## src/hw/rtl/bmf_pkg.sv

```systemverilog
// bmf_pkg: shared types, register codes and kernel helpers for the binary
// morphology filter. Used by every module of the block; depends on nothing.
`default_nettype none

package bmf_pkg;

    // geometry
    localparam int MAX_WIDTH  = 64;
    localparam int MAX_KERNEL = 7;
    localparam int KC         = MAX_KERNEL / 2;
    localparam int COL_W      = $clog2(MAX_WIDTH);
    localparam int IDX_W      = $clog2(MAX_KERNEL);
    localparam int LAG_W      = 2;
    localparam int PEND_W     = LAG_W + 1;
    localparam int ROW_CNT_W  = 16;

    // configuration port
    localparam int ADDR_W = 6;
    localparam int DATA_W = 64;
    localparam int MASK_W = 49;

    localparam logic [2:0] REG_OPERATION     = 3'd0;
    localparam logic [2:0] REG_BACKGROUND    = 3'd1;
    localparam logic [2:0] REG_IMAGE_WIDTH   = 3'd2;
    localparam logic [2:0] REG_KERNEL_WIDTH  = 3'd3;
    localparam logic [2:0] REG_KERNEL_HEIGHT = 3'd4;
    localparam logic [2:0] REG_KERNEL_MASK   = 3'd5;

    localparam logic [1:0] OP_ERODE  = 2'd0;
    localparam logic [1:0] OP_DILATE = 2'd1;
    localparam logic [1:0] OP_OPEN   = 2'd2;
    localparam logic [1:0] OP_CLOSE  = 2'd3;

    // reset values of the registers
    localparam logic [6:0]        RST_IMAGE_WIDTH = 7'd64;
    localparam logic [2:0]        RST_KERNEL_DIM  = 3'd3;
    localparam logic [MASK_W-1:0] RST_KERNEL_MASK = MASK_W'(511);

    typedef logic [MAX_WIDTH-1:0]                  t_row;
    typedef logic [MAX_KERNEL-1:0][MAX_WIDTH-1:0]  t_lines;
    typedef logic [MAX_KERNEL-1:0][MAX_KERNEL-1:0] t_taps;

    // window settings shared by both window units
    typedef struct packed {
        t_taps taps;
        t_row  keep;
        logic  dilate;
    } t_win_cfg;

    // line store status
    typedef struct packed {
        logic [IDX_W-1:0]  fill;
        logic [PEND_W-1:0] pend;
    } t_store_stat;

    // one result beat
    typedef struct packed {
        t_row                 pixels;
        logic [ROW_CNT_W-1:0] row;
        logic                 done;
    } t_result;

    // columns in use, clamped to the row word
    function automatic t_row width_mask(input logic [6:0] w);
        t_row m;
        if (w >= 7'(MAX_WIDTH)) begin
            m = '1;
        end else begin
            m = (t_row'(1) << w[COL_W-1:0]) - t_row'(1);
        end
        return m;
    endfunction

    // rows of the window below the center row
    function automatic logic [LAG_W-1:0] rows_below(input logic [2:0] kh);
        logic [2:0] r;
        if (kh == 3'd0) begin
            r = 3'd0;
        end else begin
            r = kh - 3'd1 - (kh >> 1);
        end
        return r[LAG_W-1:0];
    endfunction

    // kernel bits moved onto a fixed grid centered at (KC,KC)
    function automatic t_taps build_taps(input logic [2:0] kw, input logic [2:0] kh,
                                         input logic [MASK_W-1:0] mask);
        t_taps      t;
        int         ky;
        int         kx;
        logic [5:0] tap_idx;
        t = '0;
        for (int gy = 0; gy < MAX_KERNEL; gy++) begin
            for (int gx = 0; gx < MAX_KERNEL; gx++) begin
                ky = gy - KC + int'(kh >> 1);
                kx = gx - KC + int'(kw >> 1);
                tap_idx = 6'(ky * int'(kw) + kx);
                if (kw != 3'd0 && kh != 3'd0 && ky >= 0 && ky < int'(kh)
                        && kx >= 0 && kx < int'(kw)) begin
                    t[gy][gx] = mask[tap_idx];
                end
            end
        end
        return t;
    endfunction

endpackage

`default_nettype wire

```

## src/hw/rtl/bmf_line_store.sv

```systemverilog
// bmf_line_store: shift line store of recent rows with fill and pending counts.
// Depends on bmf_pkg for row and status types.
`default_nettype none

module bmf_line_store import bmf_pkg::*; (
    input  logic        i_clk,
    input  logic        i_rst_n,
    input  logic        i_clear,
    input  logic        i_push,
    input  t_row        i_push_row,
    input  logic        i_pop,
    output t_lines      o_lines,
    output t_store_stat o_stat
);

    t_lines            r_lines;
    logic [IDX_W-1:0]  r_fill;
    logic [PEND_W-1:0] r_pend;
    logic [IDX_W-1:0]  n_fill;
    logic [PEND_W-1:0] n_pend;

    // newest row at index zero
    always_ff @(posedge i_clk) begin
        if (i_push) begin
            r_lines <= {r_lines[MAX_KERNEL-2:0], i_push_row};
        end
    end

    // fill saturates at the store depth, pending counts rows not yet filtered
    always_comb begin
        n_fill = r_fill;
        n_pend = r_pend;
        if (i_push && r_fill != IDX_W'(MAX_KERNEL)) begin
            n_fill = r_fill + IDX_W'(1);
        end
        if (i_push && !i_pop) begin
            n_pend = r_pend + PEND_W'(1);
        end else if (!i_push && i_pop) begin
            n_pend = r_pend - PEND_W'(1);
        end
    end

    always_ff @(posedge i_clk) begin
        if (!i_rst_n || i_clear) begin
            r_fill <= '0;
            r_pend <= '0;
        end else begin
            r_fill <= n_fill;
            r_pend <= n_pend;
        end
    end

    assign o_lines     = r_lines;
    assign o_stat.fill = r_fill;
    assign o_stat.pend = r_pend;

endmodule

`default_nettype wire

```

## config.mk

```make
export PLATFORM = sky130hd
export DESIGN_NAME = bmf_line_store
export DESIGN_NICKNAME = d
export VERILOG_FILES = /design/src/hw/rtl/bmf_pkg.sv /design/src/hw/rtl/bmf_line_store.sv
export SDC_FILE = /design/constraint.sdc
export NUM_CORES = 1
export LEC_CHECK = 0
export BUFFER_PORTS_ARGS = -buffer_cell sky130_fd_sc_hd__buf_2
export CORE_AREA = 2 2 206 208
export DETAILED_ROUTE_END_ITERATION = 10
export DIE_AREA = 0 0 208 210
export PLACE_DENSITY = 0.61
export SETUP_SLACK_MARGIN = 0.3
export SLEW_MARGIN = 0
export SYNTH_ARGS = -nofsm -noshare
export SYNTH_HDL_FRONTEND = slang
export SYNTH_SLANG_ARGS = --single-unit
```

## constraint.sdc

```tcl
create_clock -name i_clk -period 1.83 [get_ports i_clk]
set_input_delay 0.2745 -clock i_clk [delete_from_list [all_inputs] [get_ports i_clk]]
set_output_delay 0.2745 -clock i_clk [all_outputs]
set_load 0.02 [all_outputs]
```

==> results.md <==
- Die Wd: 208 um
- Critical R2R Launch: r_fill[0]
- Syn_area_per_cell: 28.9 um^2
- Sw frac: 23.2%
- Combinational fraction of design power: 8.4%
- RSZ-0062 raised after global routing: true
- Synth area leader: edfxtp_1
- Antenna viol nets, final: 0
- Synthesized netlist cell count: 476
- Largest net degree at the start of global routing: 68
- Clk root buf: clkbuf_16
- Buf/Inv on CP: 1
- DIE HEIGHT: 210 um
- DIE AREA: 43700 um^2
- Vias in the first global route: 7322
- Port Buffer Count: between 500 and 600
- Sequential cell area fraction in the yosys report: a little over nine tenths
- Skew-Pair Late Insertion Delay: 0.56 ns
- Post-Route WL: roughly 35 mm
- Area growth, synth to finish: 40.9%
- Final #Nets: 1200
- Starting Density: between 30% and 40%
- Row count: between 70 and 80
- Sw power: 0.00540 W
- Crit. End Element: output port
- First-pass GRT wire length: approximately 49 mm
- Clock sinks: 454
- Final period util: just over 80%
- Flop-to-flop setup slack: 0.39 ns
- Ys async rst share: 0%
- Worst hold-check path type: in2reg
- GR Overflow Total: 0
- CTS max path bufs: 3
- IO Pins: 523
- Detailed router's first-iteration violation count: 485
- LEAKAGE: between 7 and 8 nW
- Distinct cells, synth: 14
- Clk_skew: between 0.015 and 0.02 ns
- Seq. cell area: between 10000 and 15000 um^2
- Final Max Tran Viols: 0
- Syn nets: 549
- Clock-pin slew on the worst setup and hold paths: about 0.06 ns
- Setup violators final: 0
- # DRC: 0
- Critical Path Slowest Stage Cell: edfxtp_1
- CP required: 1.56 ns
- Worst VDD drop: 0.000970 V
- Max_slew headroom: 75.6%
- Synth area leaders: edfxtp_1 98%, dfxtp_1 0.87%, ha_1 0.27%, mux2i_1 0.22%, fa_1 0.15%
- Layout cell share with drive strength beyond 1: 51.7%
- CP max stage delay: 0.49 ns
- Post-synth top area share: 97.9%
- Status: complete, no violations
- Worst Reg-to-Reg Cells: 5
- Most common cell in the netlist: edfxtp_1
- RePlAce Congestion: 0.886
- Post-synth top flop: edfxtp_1
- Maximum fanout along the worst path: 2
- Flop pwr share: a little over half
- CTS tree: built
- Total GRT Usage: approximately 15%
- Synth warn: 0
- Setup TNS: 0 ns
- Hold path depth: 3
- Crit path time final: between 1.5 and 2 ns
- DR WL/cell: 20.5 um
- Total number of vias: 7323
- Mapped Area: 13700 um^2
- Filler cells: 3585
- Critical path type: reg2out
- Power Density: 1210 nW/um^2
- Clock share of power: 37.9%
- Detailed placement HPWL: 25.6 mm
- Post-synth EDFFs: 448
- Synth top cells by count: 448 x edfxtp_1, 6 x dfxtp_1, 5 x nor2_1
- TritonCTS Buffers: 46
- DRT Pass-1 Iters: 5
- Worst-path cell chain: buf_6
- Fmax: 664 MHz
- Hold WS: 0.106 ns
- WP data arrival: approximately 1.2 ns
- Final Hold Violating Endpoints: 0
- Worst-Margin Slew: 0.366 ns
- Seq cells post-synth: 454
- CORE AREA: about 41000 um^2
- CP startpoint: o_lines[183]
- Type of origin of the critical path: flop
- Max-cap violations: 0
- DR vias/cell: 4.31
- CP top delay family: flip-flops
- H-tree levels: 2
- Initial antenna violation count: 1
- Footprint of the multi-input gates: approximately 170 um^2
- Reg2Reg Capture Point: r_fill[2]
- Int Power: between 0.015 and 0.02 W
- Antenna cell count: 0
- CP Depth: 1
- End of the critical path: o_lines[183]
## through the flow
stage	power (W)	utilization, %	area (um^2)	cells	setup WS, ns
2_1_floorplan	0.0135	-	13700	476	0.314
3_3_place_gp	0.0146	41.5	17200	1549	0.103
3_5_place_dp	0.0146	41.5	17200	1549	0.0425
4_1_cts	0.0236	46.5	19300	1698	0.243
5_1_grt	0.0241	46.7	19400	1700	0.255
6_report	0.0233	46.7	19400	1700	0.324
## placed cells by master (no fill, tap or decap), types with 6 or more instances in the layout
cell,count
clkinv_1,12
buf_6,7
buf_2,514
buf_12,7
clkbuf_1,11
clkbuf_16,47
buf_4,10
edfxtp_1,448
dfxtp_1,6
dlygate4sd3_1,64
## metal layers
metal	global-route usage, %	up-vias	wire length [um]
met2	25.0	309	18000
met5	0	-	0
met1	19.4	3711	14000
met4	5.43	0	957
met3	3.81	60	1980
li1	-	3243	-
## cell families (layout without fill, tap and decap cells)
| family | after synthesis | count (layout) | synth area share (%) |
|---|---|---|---|
| DFF | 454 | 454 | 98.8 |
| and+or+nand+nor | 8 | 8 | 0.273 |
| adders and majority gates | 4 | 4 | 0.419 |
| xor gates and xnor gates | 3 | 3 | 0.191 |
| muxes | 3 | 3 | 0.219 |
| AOI/OAI and AO/OA | 2 | 2 | 0.0728 |
| buffers and inverters | 2 | 687 | 0.0547 |
## timing repair
item / 4_1_cts / 5_1_grt
hold endpoints to repair: 64 / 0
buffers inserted: 3 / 2
hold buffers: 64 / 0
setup endpoints to repair: 5 / 10
cloned: 0 / 0
gates resized for setup: 4 / 13
## flip-flops by register name, indices dropped and copies added, names as in the netlist
name / count
o_lines: 448
r_fill: 3
r_pend: 3
## cell type report
cell class | instances | share of cell area (%)
sequential | 454 | 70.1
timing repair buffer | 603 | 18.2
clock buffer | 58 | 6.29
tap | 539 | 3.48
clock inverter | 24 | 1.00
multi-input combinational | 20 | 0.866
inverter | 2 | 0.0388
## worst min path at each step
stage | from | to | slack [ns]
global placement | o_lines[334] | o_lines[398] | 0.42
finish | i_rst_n | r_pend[1] | 0.11
CTS | i_rst_n | r_pend[1] | 0.06
detailed placement | o_lines[131] | o_lines[195] | 0.43
global route | i_rst_n | r_pend[2] | 0.12
floorplan | i_push_row[0] | o_lines[0] | 0.37
## power groups by stage
stage	Clock, W	Combinational, W	Sequential (W)
2_1_floorplan	0	0.0000289	0.0135
3_3_place_gp	0	0.00184	0.0127
3_5_place_dp	0	0.00184	0.0128
4_1_cts	0.00908	0.00196	0.0125
5_1_grt	0.00948	0.00203	0.0126
6_report	0.00883	0.00196	0.0125
## worst register-to-register path, cell delays in order, from the launching register on
cell and delay [ns]:
dfxtp_1 0.34, ha_1 0.21, ha_1 0.18, nor2b_1 0.30, mux2i_1 0.25, nor2_1 0.05
No activity file was read; power rests on OpenSTA's default activity.
