<file path="src/hw/rtl/bmf_pkg.sv">
// bmf_pkg: shared types, register codes and kernel helpers for the binary
// morphology filter. Used by every module of the block; depends on nothing.
`default_nettype none

package bmf_pkg;

    // geometry
    localparam int MAX_WIDTH  = 64;
    localparam int MAX_KERNEL = 7;
    localparam int KC         = MAX_KERNEL / 2;
    localparam int COL_W      = $clog2(MAX_WIDTH);
    localparam int IDX_W      = $clog2(MAX_KERNEL);
    localparam int LAG_W      = 2;
    localparam int PEND_W     = LAG_W + 1;
    localparam int ROW_CNT_W  = 16;

    // configuration port
    localparam int ADDR_W = 6;
    localparam int DATA_W = 64;
    localparam int MASK_W = 49;

    localparam logic [2:0] REG_OPERATION     = 3'd0;
    localparam logic [2:0] REG_BACKGROUND    = 3'd1;
    localparam logic [2:0] REG_IMAGE_WIDTH   = 3'd2;
    localparam logic [2:0] REG_KERNEL_WIDTH  = 3'd3;
    localparam logic [2:0] REG_KERNEL_HEIGHT = 3'd4;
    localparam logic [2:0] REG_KERNEL_MASK   = 3'd5;

    localparam logic [1:0] OP_ERODE  = 2'd0;
    localparam logic [1:0] OP_DILATE = 2'd1;
    localparam logic [1:0] OP_OPEN   = 2'd2;
    localparam logic [1:0] OP_CLOSE  = 2'd3;

    // reset values of the registers
    localparam logic [6:0]        RST_IMAGE_WIDTH = 7'd64;
    localparam logic [2:0]        RST_KERNEL_DIM  = 3'd3;
    localparam logic [MASK_W-1:0] RST_KERNEL_MASK = MASK_W'(511);

    typedef logic [MAX_WIDTH-1:0]                  t_row;
    typedef logic [MAX_KERNEL-1:0][MAX_WIDTH-1:0]  t_lines;
    typedef logic [MAX_KERNEL-1:0][MAX_KERNEL-1:0] t_taps;

    // window settings shared by both window units
    typedef struct packed {
        t_taps taps;
        t_row  keep;
        logic  dilate;
    } t_win_cfg;

    // line store status
    typedef struct packed {
        logic [IDX_W-1:0]  fill;
        logic [PEND_W-1:0] pend;
    } t_store_stat;

    // one result beat
    typedef struct packed {
        t_row                 pixels;
        logic [ROW_CNT_W-1:0] row;
        logic                 done;
    } t_result;

    // columns in use, clamped to the row word
    function automatic t_row width_mask(input logic [6:0] w);
        t_row m;
        if (w >= 7'(MAX_WIDTH)) begin
            m = '1;
        end else begin
            m = (t_row'(1) << w[COL_W-1:0]) - t_row'(1);
        end
        return m;
    endfunction

    // rows of the window below the center row
    function automatic logic [LAG_W-1:0] rows_below(input logic [2:0] kh);
        logic [2:0] r;
        if (kh == 3'd0) begin
            r = 3'd0;
        end else begin
            r = kh - 3'd1 - (kh >> 1);
        end
        return r[LAG_W-1:0];
    endfunction

    // kernel bits moved onto a fixed grid centered at (KC,KC)
    function automatic t_taps build_taps(input logic [2:0] kw, input logic [2:0] kh,
                                         input logic [MASK_W-1:0] mask);
        t_taps      t;
        int         ky;
        int         kx;
        logic [5:0] tap_idx;
        t = '0;
        for (int gy = 0; gy < MAX_KERNEL; gy++) begin
            for (int gx = 0; gx < MAX_KERNEL; gx++) begin
                ky = gy - KC + int'(kh >> 1);
                kx = gx - KC + int'(kw >> 1);
                tap_idx = 6'(ky * int'(kw) + kx);
                if (kw != 3'd0 && kh != 3'd0 && ky >= 0 && ky < int'(kh)
                        && kx >= 0 && kx < int'(kw)) begin
                    t[gy][gx] = mask[tap_idx];
                end
            end
        end
        return t;
    endfunction

endpackage

`default_nettype wire

</file>
<file path="src/hw/rtl/bmf_out_fifo.sv">
// bmf_out_fifo: two-entry result queue between the filter and the output port.
// Depends on bmf_pkg for the result type.
`default_nettype none

module bmf_out_fifo import bmf_pkg::*; (
    input  logic    i_clk,
    input  logic    i_rst_n,
    input  logic    i_wr,
    input  t_result i_data,
    output logic    o_space,
    output logic    o_valid,
    input  logic    i_ready,
    output t_result o_data
);

    t_result    r_mem [2];
    logic       r_wr_ptr;
    logic       r_rd_ptr;
    logic [1:0] r_count;
    logic       rd;

    assign rd      = o_valid && i_ready;
    assign o_valid = (r_count != 2'd0);
    assign o_space = (r_count != 2'd2);
    assign o_data  = r_mem[r_rd_ptr];

    // storage
    always_ff @(posedge i_clk) begin
        if (i_wr) begin
            r_mem[r_wr_ptr] <= i_data;
        end
    end

    // pointers and occupancy
    always_ff @(posedge i_clk) begin
        if (!i_rst_n) begin
            r_wr_ptr <= 1'b0;
            r_rd_ptr <= 1'b0;
            r_count  <= 2'd0;
        end else begin
            if (i_wr) begin
                r_wr_ptr <= ~r_wr_ptr;
            end
            if (rd) begin
                r_rd_ptr <= ~r_rd_ptr;
            end
            if (i_wr && !rd) begin
                r_count <= r_count + 2'd1;
            end else if (!i_wr && rd) begin
                r_count <= r_count - 2'd1;
            end
        end
    end

endmodule

`default_nettype wire

</file>
<file path="config.mk">
export PLATFORM = sky130hd
export DESIGN_NAME = bmf_out_fifo
export DESIGN_NICKNAME = d
export VERILOG_FILES = /design/src/hw/rtl/bmf_pkg.sv /design/src/hw/rtl/bmf_out_fifo.sv
export SDC_FILE = /design/constraint.sdc
export NUM_CORES = 1
export LEC_CHECK = 0
export ABC_AREA = 1
export BUFFER_PORTS_ARGS = -buffer_cell sky130_fd_sc_hd__clkbuf_2
export CAP_MARGIN = 15
export CORE_MARGIN = 10
export CORE_UTILIZATION = 45
export CTS_CLUSTER_DIAMETER = 60
export CTS_CLUSTER_SIZE = 24
export DETAILED_ROUTE_END_ITERATION = 6
export PLACE_DENSITY = 0.7
export SLEW_MARGIN = 40
export SYNTH_ARGS = -nofsm -noshare
export SYNTH_HDL_FRONTEND = slang
export SYNTH_SLANG_ARGS = --single-unit
</file>
<file path="constraint.sdc">
create_clock -name i_clk -period 10.15 [get_ports i_clk]
set_clock_uncertainty 0.15 [all_clocks]
set_input_delay 1.015 -clock i_clk [delete_from_list [all_inputs] [get_ports i_clk]]
set_output_delay 1.015 -clock i_clk [all_outputs]
set_load 0.05 [all_outputs]
</file>
==> impl_metrics.json, run 1 <==
{
  "cpMaxStageDelayCell": "dfxtp_4",
  "antenna_found_initial": 1,
  "synth_area_per_cell_um2": 22.51,
  "p_per_area_nw_per_um2": 221.6,
  "drtAntennaViolNets": 0,
  "layout.cells.non_filler": 663,
  "intPower_mw": 1.273,
  "synth_ff_type": "edfxtp_1",
  "die_area_um2": 19610,
  "hold_viol_final": 0,
  "rsz0062_at_grt": "false",
  "path_cells": "buf_6 -> mux2_2 -> clkbuf_2",
  "synthTopCellsByCount": "162 x edfxtp_1, 80 x mux2_4, 10 x nand2_1, 8 x buf_12, 8 x inv_1",
  "portBuffers": 167,
  "fin_crit_sh": 0.3565,
  "drive_gt1_frac": 0.5768,
  "grt_pass1_wl_um": 18550,
  "tritoncts": "yes",
  "initial_core_util": 0.4635,
  "clk_pin_slew_ps": 60,
  "multi_input_area_um2": 1325,
  "utilization": 0.5703,
  "leakage_nw": 3.212,
  "ys_warn_count": 0,
  "timing_max_transition_violations_final": 0,
  "clkPwrFrac": 0.335,
  "cts_buffers": 17,
  "drc": 0,
  "ioPinCount": 168,
  "core_area_um2": 13990,
  "gp_congestion": 0.6943,
  "netlist_area_um2": 6484,
  "status": "complete, no violations",
  "yosysTopAreaCell": "edfxtp_1",
  "cts_setup_buffers": 0,
  "p_seq_frac": 0.464,
  "cts_root_buf": "clkbuf_16",
  "syn_to_final_growth_pct": 23.04,
  "synth_most_common_cell": "edfxtp_1",
  "required_ps": 8990,
  "routed_wl_um": 12030,
  "crit_path_end_kind": "primary output",
  "cts.sinks": 167,
  "async_reset_ff_frac": 0,
  "p_comb_frac": 0.201,
  "layout_min_cycle_time_ps": 3619,
  "max_slew_margin": 0.5074,
  "worst-path-buf-inv": 2,
  "synth-seq-cells": 167,
  "nFillCells": 1106,
  "hold_class": "reg2reg",
  "fmax_ghz": 0.2763,
  "drv_cap": 0,
  "synth_fp_nets": 374,
  "dpl.hpwl_um": 8504,
  "cp_top_family": "buffers and inverters",
  "die_y_um": 140.0,
  "die_w_um": 140.0,
  "dr.pass1.iters": 4,
  "grt_max_degree": 53,
  "ys_types": 15,
  "synthTopCellsByArea": "edfxtp_1 75%, mux2_4 19%, buf_12 2.5%",
  "num_vias": 3135,
  "gr-total-overflow": 0,
  "worstMarginPinSlew_ps": 738.9,
  "path_class": "reg2out",
  "switchingPower_mw": 0.4941,
  "path_max_fanout": 50,
  "avgViaCountPerCell": 4.729,
  "cts_resized": 0,
  "numPlacedInstances": 629,
  "cp.arrival_ps": 2450,
  "yosysSeqAreaShare": 0.7657,
  "finalSetupTns_ps": 0,
  "grt_pass1_vias": 3444,
  "synth_top_area_share": 0.7503,
  "nNetsFinal": 555,
  "vdd_drop_max_uv": 137.9,
  "grt_usage": 0.1222,
  "synth-edff-count": 162,
  "cts_hold_buffers": 0,
  "clock_latency_ps": 410,
  "switching_share": 0.2795,
  "cpPeakStageDelay_ps": 740,
  "seqCellArea_um2": 4969,
  "setup_violations": 0,
  "wl_per_cell_um": 18.14,
  "start_kind": "register",
  "htreeDepth": 4,
  "netlist_instances": 288,
  "drt_iter0_markers": 113,
  "clk_path_buf_depth": 2,
  "rows": 43
}
==> stage by stage <==
stage               worst slack, ps  hold WS, ps  area, um^2  total power [mW]
detailed placement             6894        338.4        7412             1.194
floorplan                      5029        316.9        6484             1.133
finish                         6531        348.4        7978             1.768
global placement               6717        326.2        7408             1.188
global route                   6394        374.9        7975             1.836
CTS                            6486        353.5        7960             1.786
==> layout make-up <==
type | instances | area share
Antenna cell | 1 | 0.0003137
Multi-Input combinational cell | 104 | 0.1661
Clock inverter | 11 | 0.01349
Inverter | 8 | 0.003921
Sequential cell | 167 | 0.6228
Clock buffer | 21 | 0.05521
Timing Repair Buffer | 171 | 0.1099
Tap cell | 180 | 0.02823
==> logic make-up after synthesis <==
group,count (synthesis),synth area share
muxes,81,0.1870
adders and majority gates,1,0.001929
DFF,167,0.7657
buffers and inverters,17,0.03107
AOI/OAI and AO/OA,3,0.002701
and+or+nand+nor,19,0.01158
==> power by group through the flow <==
stage / Clock, mW / Combinational [mW] / Sequential [mW]
final: 0.592 / 0.355 / 0.820
after detailed placement: 0 / 0.359 / 0.835
after global routing: 0.639 / 0.373 / 0.824
after global placement: 0 / 0.355 / 0.832
after floorplan: 0 / 0.309 / 0.824
after CTS: 0.605 / 0.360 / 0.821
==> per-layer routing <==
layer  up-vias  share of wire  track usage  wire length, um
met3        16          0.077      0.06018              925
met1      1520           0.41       0.1360             4915
met2       114           0.50       0.2007             6007
met5         -              0            0                0
li1       1485              -            -                -
met4         0          0.015      0.04022              182
==> tightest hold or removal path, cell delays in order (launching register included) <==
cell and delay, ps:
dfxtp_1 330, nor2_1 60, nor2_1 80
==> worst paths after layout <==
kind,startpoint,endpoint,slack (ps),cells past startpoint
setup / recovery,register,o_data[73],6530,3
hold reg to reg,r_rd_ptr$_SDFFE_PN0P_,register,350,2
hold / removal,r_rd_ptr$_SDFFE_PN0P_,register,350,2
setup reg to reg,r_wr_ptr$_SDFFE_PN0P_,r_mem[0][17]$_DFFE_PP_,7990,3
==> flip-flops by register name, indices dropped and copies added (netlist names), named ones only <==
register,cells
r_count,2
r_mem,162
r_rd_ptr,1
r_wr_ptr,1
==> layout by cell type (no fill, tap or decap), types with 2 or more instances in the layout <==
| master | count |
|---|---|
| clkinv_2 | 2 |
| clkbuf_16 | 17 |
| edfxtp_1 | 162 |
| inv_1 | 7 |
| clkbuf_1 | 4 |
| clkinv_1 | 5 |
| nor2_1 | 6 |
| clkinvlp_4 | 2 |
| nand2_1 | 10 |
| dfxtp_1 | 4 |
| buf_4 | 2 |
| bufinv_16 | 2 |
| mux2_4 | 80 |
| clkbuf_2 | 167 |
Note: power is estimated with default switching activity, not from simulation.
==> run 2, diff against run 1 <==
Settings changed: PLACE_DENSITY 0.7 to 0.72.
Clock period 10.15 ns to 3.05 ns, I/O delays scaled along.
==> run 2 against run 1 <==
Net effect:
- die area unchanged
- sequential power rose to 3.3 times the previous value
- utilization up 6.2 points
- critical path depth unchanged
- design area grew 11%
- register-to-register slack worse by 6700 ps
- global-route usage increased by 1.9 points
- via count up 12%
- critical endpoint unchanged
==> impl_metrics.json, run 2 (synthesized netlist as in run 1, its figures left out) <==
{
  "status": "complete, no violations",
  "reg.largest.list": "r_mem x162, r_count x2",
  "total_power_mw": 6.019,
  "wl_per_cell_um": 18.51,
  "gr-total-overflow": 0,
  "dpl.hpwl_um": 8948,
  "setup_violations": 0,
  "layout_common_cells": "167 x clkbuf_2, 162 x edfxtp_1, 82 x dlygate4sd3_1",
  "antennaDiodeCount": 0,
  "use_met1": 0.1472,
  "drc": 0,
  "die_w_um": 140.0,
  "htreeDepth": 4,
  "fmax_ghz": 0.3986,
  "avgViaCountPerCell": 4.712,
  "leakage_nw": 3.580,
  "vdd_drop_max_uv": 401.8,
  "timing_max_transition_violations_final": 0,
  "grt_max_degree": 50,
  "cts.sinks": 167,
  "rsz0062_at_grt": "false",
  "finalSetupTns_ps": 0,
  "mostFrequentLayoutCell": "clkbuf_2",
  "layout_min_cycle_time_ps": 2509,
  "portBuffers": 167,
  "path_cells": "buf_12 -> mux2_2 -> clkbuf_2",
  "drt_iter0_markers": 158,
  "utilization": 0.6326,
  "die_area_um2": 19610,
  "core_area_um2": 13990,
  "rrSetupSlack_ps": 1310,
  "post-place-ws_ps": 956.4,
  "p_per_area_nw_per_um2": 680.1,
  "antenna_found_initial": 0,
  "num_vias": 3520,
  "nFillCells": 1027,
  "largest_reg_flops": 162,
  "grt-busiest-layer": "met2",
  "max_slew_margin": 0.5564,
  "drv_cap": 0,
  "required_ps": 2590,
  "rows": 43,
  "cpMaxStageDelayCell": "dfxtp_4",
  "clock_latency_ps": 420,
  "ioPinCount": 168,
  "grt_usage": 0.1410,
  "syn_to_final_growth_pct": 36.49,
  "initial_core_util": 0.4635,
  "start_kind": "register",
  "met3_usage": 0.05105,
  "cts_root_buf": "clkbuf_16",
  "fin_hold_ws_ps": 26.98,
  "die_y_um": 140.0,
  "hold_class": "in2reg",
  "nNetsFinal": 640,
  "layout.cells.non_filler": 747,
  "largest_register": "r_mem",
  "place_area_um2": 7476,
  "fin_area_um2": 8850,
  "cp_top_family": "flip-flops",
  "drtAntennaViolNets": 0,
  "cts_buffers": 17,
  "path_class": "reg2out",
  "routed_wl_um": 13830,
  "clk_pin_slew_ps": 60,
  "clk_path_buf_depth": 2,
  "dr.pass1.iters": 4,
  "cp.arrival_ps": 2050,
  "path_max_fanout": 32,
  "fin_crit_sh": 0.8225,
  "crit_path_end_kind": "primary output",
  "setup_ws_ps": 541.4,
  "hold_viol_final": 0,
  "drive_gt1_frac": 0.5044,
  "worst-path-buf-inv": 2,
  "use_met2": 0.2492,
  "cpPeakStageDelay_ps": 670,
  "grt_pass1_wl_um": 21300,
  "tritoncts": "yes",
  "cts_resized": 0,
  "gp_congestion": 0.7212,
  "grt_pass1_vias": 3854,
  "worstMarginPinSlew_ps": 665.3,
  "numPlacedInstances": 633
}
==> run 2: cell types whose count changed in the layout (fill, tap and decap cells not counted), sizes merged <==
cell,change
buf,+3
bufinv,-1
clkbuf,-3
clkinv,-2
clkinvlp,+1
diode,-1
dlygate4sd3,+82
inv,+5
==> run 2: layer usage <==
metal	routed length, um	vias up
li1	-	1655
met1	5127	1724
met2	7541	123
met3	888	18
met4	269	0
met5	0	-
==> run 2: timing repair <==
item / CTS / global route
hold buffers: 82 / 0
endpoints found under the hold margin: 166 / 0
setup buffers: 0 / 0
==> run 2: final cells by class <==
class	instances	area (um^2)	share of cell area
Sequential cell	167	4969	0.5614
Timing Repair Buffer	256	1747	0.1974
Multi-Input combinational cell	104	1325	0.1497
Clock buffer	18	429.2	0.04849
Tap cell	180	225.2	0.02545
Clock inverter	14	123.9	0.01400
Inverter	8	31.28	0.003535
==> run 2: report_power, final <==
part	internal, mW	switching (mW)	total, mW
Combinational	0.467	0.832	1.30
Sequential	2.66	0.0648	2.72
Clock	1.13	0.867	2.00
Total	4.26	1.76	6.02
==> run 2: final timing paths <==
check                             start                      to  depth (start not counted)
setup reg to reg  r_wr_ptr$_SDFFE_PN0P_  r_mem[1][38]$_DFFE_PP_                          3
setup / recovery               register              o_data[73]                          3
hold reg to reg   r_rd_ptr$_SDFFE_PN0P_   r_rd_ptr$_SDFFE_PN0P_                          2
hold / removal                     i_wr   r_wr_ptr$_SDFFE_PN0P_                          3
==> run 2: worst reg2reg max path, stage by stage (launching register included) <==
cell and delay [ps]:
dfxtp_1 340, nand2_1 100, clkinv_2 460, buf_12 400
